File: config.mk
export PLATFORM = sky130hd
export DESIGN_NAME = prrs_queue
export DESIGN_NICKNAME = d
export VERILOG_FILES = /design/src/design/prrs_pkg.sv /design/src/design/prrs_cell.sv /design/src/design/prrs_queue.sv
export SDC_FILE = /design/constraint.sdc
export NUM_CORES = 1
export LEC_CHECK = 0
export ABC_AREA = 1
export CORE_ASPECT_RATIO = 0.8
export CORE_UTILIZATION = 50
export CTS_CLUSTER_DIAMETER = 100
export DETAILED_ROUTE_END_ITERATION = 10
export DONT_BUFFER_PORTS = 1
export GPL_ROUTABILITY_DRIVEN = 0
export GPL_TIMING_DRIVEN = 0
export HOLD_SLACK_MARGIN = 0.1
export SLEW_MARGIN = 20
export SYNTH_ARGS = -nofsm -noshare
export SYNTH_HDL_FRONTEND = slang
export SYNTH_SLANG_ARGS = --single-unit
File: constraint.sdc
create_clock -name clock -period 3.8 [get_ports clock]
set_input_delay 0.38 -clock clock [delete_from_list [all_inputs] [get_ports clock]]
set_output_delay 0.38 -clock clock [all_outputs]
set_load 0.02 [all_outputs]
File: src/design/prrs_pkg.sv
// ----------------------------------------------------------------------------
// prrs_pkg
// Shared types and constants for the priority round-robin scheduler.
// ----------------------------------------------------------------------------
`default_nettype none
package prrs_pkg;

   localparam int QUEUE_DEPTH = 16;
   localparam int PID_BITS    = 8;
   localparam int NUM_LEVELS  = 3;
   localparam logic [1:0] LOWEST_LEVEL = 2'd2;
   localparam logic [7:0] SLICE_RESET  = 8'd5;

   typedef enum logic [1:0] {
      FUNC_ENQUEUE  = 2'd0,
      FUNC_TICK     = 2'd1,
      FUNC_DISPATCH = 2'd2,
      FUNC_REMOVE   = 2'd3
   } func_type;

   typedef enum logic [1:0] {
      STATUS_OK       = 2'd0,
      STATUS_FULL     = 2'd1,
      STATUS_NOTFOUND = 2'd2
   } status_type;

   typedef struct packed {
      logic [1:0]          func;
      logic [PID_BITS-1:0] pid;
      logic [1:0]          priority_req;
   } req_type;

   typedef struct packed {
      logic          running_valid;
      logic [7:0]    running_pid;
      logic          switched;
      logic [1:0]    status;
   } rsp_type;

   // Per-level command for a queue row: push at tail, pop head, remove pid.
   typedef struct packed {
      logic                push;
      logic                pop;
      logic                remove;
      logic [PID_BITS-1:0] pid;
   } prrs_qcmd_type;

   typedef struct packed {
      logic                found;
      logic                empty;
      logic                full;
      logic [PID_BITS-1:0] head;
   } prrs_qstat_type;

   typedef enum logic [1:0] {
      ST_IDLE = 2'd0,
      ST_EXEC = 2'd1,
      ST_DISP = 2'd2,
      ST_RESP = 2'd3
   } state_type;

endpackage
`default_nettype wire

File: src/design/prrs_cell.sv
// ----------------------------------------------------------------------------
// prrs_cell
// One queue slot: holds a pid and a valid bit, shifts toward the head.
// ----------------------------------------------------------------------------
`default_nettype none
module prrs_cell
   import prrs_pkg::*;
(
   input  wire logic                clock,
   input  wire logic                reset,
   input  wire logic                shift,
   input  wire logic                load,
   input  wire logic [PID_BITS-1:0] load_pid,
   input  wire logic                feed_valid,
   input  wire logic [PID_BITS-1:0] feed_pid,
   output logic                     valid,
   output logic [PID_BITS-1:0]      pid
);

   logic                valid_ff, valid_in;
   logic [PID_BITS-1:0] pid_ff, pid_in;

   always_comb begin
      valid_in = valid_ff;
      pid_in   = pid_ff;
      if (shift) begin
         valid_in = feed_valid;
         pid_in   = feed_pid;
      end else if (load) begin
         valid_in = 1'b1;
         pid_in   = load_pid;
      end
   end

   always_ff @(posedge clock) begin
      if (reset) valid_ff <= 1'b0;
      else       valid_ff <= valid_in;
      pid_ff <= pid_in;
   end

   assign valid = valid_ff;
   assign pid   = pid_ff;

endmodule
`default_nettype wire

File: src/design/prrs_queue.sv
// ----------------------------------------------------------------------------
// prrs_queue
// One priority level: a row of cells, valid entries packed at the head.
// ----------------------------------------------------------------------------
`default_nettype none
module prrs_queue
   import prrs_pkg::*;
(
   input  wire logic           clock,
   input  wire logic           reset,
   input  wire prrs_qcmd_type  cmd,
   output prrs_qstat_type      stat
);

   logic [QUEUE_DEPTH-1:0]               vld;
   logic [QUEUE_DEPTH-1:0][PID_BITS-1:0] pids;
   logic [QUEUE_DEPTH-1:0]               match, hit_at_or_before, shift, load;

   always_comb begin
      for (int i = 0; i < QUEUE_DEPTH; i++) begin
         match[i] = vld[i] && (pids[i] == cmd.pid);
      end
      hit_at_or_before[0] = match[0];
      for (int i = 1; i < QUEUE_DEPTH; i++) begin
         hit_at_or_before[i] = hit_at_or_before[i-1] | match[i];
      end
      for (int i = 0; i < QUEUE_DEPTH; i++) begin
         shift[i] = cmd.pop || (cmd.remove && hit_at_or_before[i]);
         if (i == 0) load[i] = cmd.push && !vld[0];
         else        load[i] = cmd.push && vld[i-1] && !vld[i];
      end
   end

   for (genvar g = 0; g < QUEUE_DEPTH; g++) begin : g_cell
      logic                nv;
      logic [PID_BITS-1:0] np;
      if (g == QUEUE_DEPTH - 1) begin : g_last
         assign nv = 1'b0;
         assign np = '0;
      end else begin : g_mid
         assign nv = vld[g+1];
         assign np = pids[g+1];
      end
      prrs_cell u_cell (
         .clock(clock), .reset(reset), .shift(shift[g]), .load(load[g]),
         .load_pid(cmd.pid), .feed_valid(nv), .feed_pid(np),
         .valid(vld[g]), .pid(pids[g])
      );
   end

   assign stat.found = hit_at_or_before[QUEUE_DEPTH-1];
   assign stat.empty = !vld[0];
   assign stat.full  = vld[QUEUE_DEPTH-1];
   assign stat.head  = pids[0];

   // Entries stay packed toward the head.
   for (genvar g = 1; g < QUEUE_DEPTH; g++) begin : g_chk
      assert property (@(posedge clock) disable iff (reset) vld[g] |-> vld[g-1])
         else $error("queue hole");
   end

endmodule
`default_nettype wire

==> summary.md <==
| Metric | Value |
|---|---|
| Met2 Use GR | 45.4% |
| Worst R2R Start | g_cell[0].u_cell.pid[5] |
| Cell row count | 41 |
| Max FO, Critical Path | 3 |
| Worst-path clk slew | 0.06 ns |
| Syn Inst Count | 885 |
| Area Growth Syn to Fin | 11.5% |
| First-pass GRT wire length | 35600 um |
| Initial core utilization | 50.9% |
| Hold-critical path depth | 2 |
| Chip width | 144 um |
| Mapped Area | 8020 um^2 |
| DRT Pass-1 Iters | 5 |
| Ys flop type | edfxtp_1 |
| Mean Syn Cell Area | 9.06 um^2 |
| Leak Pwr | 3.43 nW |
| Fin crit share | 81.3% |
| CTS Hold Bufs | 0 |
| CTS tree | yes |
| Post-DRT Antenna Nets | 0 |
| Pwr/cell area | 485 nW/um^2 |
| DR DRC count | 0 |
| R2R depth | 18 |
| Number of diodes | 0 |
| Via count of the first global-routing pass | 6251 |
| Final setup fails | 0 |
| CP required | 3.42 ns |
| Most frequent cells in the layout | 237 x nand2_1, 125 x o21ai_0, 120 x edfxtp_1 |
| Hold endpoint | g_cell[12].u_cell.valid |
| Post-CTS Resized | 0 |
| Async SR Flop Fraction | 0% |
| Setup Skew | 0.00935 ns |
| Clock root buffer master | clkbuf_16 |
| Height of the chip | 115 um |
| Maximum level of the CTS H-tree | 4 |
| Fin. Hold Viols | 0 |
| Vias per std cell | 5.69 |
| DP HPWL | 16100 um |
| 1st-iter DRT viols | 455 |
| Distinct cells, synth | 51 |
| Start point of the critical path | g_cell[0].u_cell.pid[5] |
| Boundary pin count | 24 |
| Remaining Overflow, GRT | 0 |
| Slew Limit Headroom | 40.7% |
| Synthesized Nets | 898 |
| Tmin final | 3.09 ns |
| Layout cells sized above 1 | 14.8% |
| Hold Path Origin | reset |
| #FFs+latches synth | 144 |
| Setup TNS | 0 ns |
| Area of the multi-input gates | 3420 um^2 |
| Pin count of the biggest net entering global routing | 17 |
| Crit Path Category | reg2out |
| Initial antenna violation count | 0 |
| Total core area | 15700 um^2 |
| Die Area | 16600 um^2 |
| RSZ-0062 raised after global routing | no |
| Tightest Pin Transition | 0.886 ns |
| Outcome | finished, final reports clean |
| Total number of vias | 6433 |
| Crit path DAT | 2.71 ns |
| Sequential cell area | 4080 um^2 |
| FF-to-FF End | g_cell[13].u_cell.valid |
| Post-CTS setup buffer count | 0 |
| Port bufs | 0 |
| Max Cap Viol | 0 |
| Hold WC Path Type | in2reg |
| GR Util met3 | 6.75% |
| Max Clk Rate | 324 MHz |
| Seq/Total Area, Yosys | 50.9% |
| CTS Buffer Depth | 2 |
| Worst IR Drop VDD | 330 uV |
| Post-Place Cells | 1100 |
| Tot GR Track Use | 29.5% |
| Post-synth EDFFs | 120 |
| Most common cell after layout, fill and taps aside | nand2_1 |
| Met1 track utilization from global routing | 41.3% |
| Worst-Skew Late Latency | 0.43 ns |
| Ys Warns | 0 |
| Max-slew violation count | 0 |
| Layout fillers | 1437 |
| Final Non-Filler Cells | 1131 |
| Busiest grt layer | met2 |
| Avg WL per Cell | 20.1 um |
| Clock Sinks | 144 |
| Critical path launch point type | flop |
| Worst R2R Setup Slack | 0.83 ns |
| Number of buffers created by CTS | 17 |
| DRT Wirelength | 22700 um |
| Nature of the critical path endpoint | output pin |
| Nets | 917 |
through the flow:
stage | cell area [um^2] | total power [mW] | setup WS [ns] | hold WS, ns | utilization, %
final | 8950 | 4.34 | 0.710 | 0.106 | 56.8
after global routing | 8950 | 4.49 | 0.548 | 0.103 | 56.8
after CTS | 8950 | 4.35 | 0.693 | 0.101 | 56.8
after detailed placement | 8340 | 2.61 | 0.670 | 0.482 | 53.0
after global placement | 8290 | 2.59 | 0.733 | 0.466 | 52.6
after floorplan | 8020 | 2.43 | 1.34 | 0.455 | -
worst max-delay path, stage by stage (launching register included):
cell and delay [ns]:
edfxtp_1 0.52, inv_1 0.09, nand2_1 0.06, nand2_1 0.06, inv_1 0.04, nand2_1 0.05
nor2_1 0.07, nand3_2 0.10, nand3_4 0.09, nor2_4 0.15, nand4_4 0.10, nor2_2 0.17
nand4_2 0.15, nor2_2 0.18, nand3_1 0.17, nand3b_4 0.26
worst max-delay path by stage:
stage	to	slack [ns]	cells after the start
after floorplan	g_cell[10].u_cell.valid	1.34	16
after global placement	g_cell[13].u_cell.pid[5]	0.73	9
after detailed placement	g_cell[13].u_cell.pid[5]	0.67	9
after CTS	stat[10]	0.69	15
after global routing	stat[10]	0.55	15
final	stat[10]	0.71	15
cell type report:
cell class / count / share of cell area [%]
Sequential cell: 144 / 45.7
Inverter: 59 / 2.56
Clock inverter: 11 / 1.85
Buffer: 55 / 3.78
Clock buffer: 20 / 4.88
Tap cell: 215 / 3.01
Multi-Input combinational cell: 627 / 38.3
state kept, by name, indices dropped and copies added, names as in the netlist:
name	count
g_cell.u_cell.pid	128
g_cell.u_cell.valid	16
synthesized netlist by cell type (18+ instances only):
library cell | count | area [um^2]
o21ai_2 | 18 | 158
o21ai_0 | 125 | 626
nand2_1 | 237 | 890
nand3_1 | 19 | 95.1
nor2_1 | 26 | 97.6
inv_1 | 51 | 191
xor2_1 | 35 | 307
dfxtp_1 | 24 | 480
o21ai_1 | 22 | 110
a21oi_1 | 20 | 100
clkbuf_1 | 22 | 82.6
edfxtp_1 | 120 | 3600
per-layer routing:
layer	routed length, um	part of all wire, %
met1	10600	47
met2	10000	44
met5	0	0
met4	459	2.0
met3	1630	7.2
logic make-up (layout without fill, tap and decap cells):
family	count (synthesis)	after routing	synth area share, %
AOI/OAI and AO/OA	231	231	16.9
xor gates and xnor gates	48	48	5.24
buffers and inverters	114	145	7.07
DFF	144	144	50.9
and+or+nand+nor	348	348	19.9
power breakdown:
group	switching, mW	internal (mW)	total (mW)
Combinational	0.375	0.192	0.567
Sequential	0.128	1.90	2.03
Clock	0.657	1.09	1.75
Total	1.16	3.18	4.34
No activity file was read; power rests on OpenSTA's default activity.
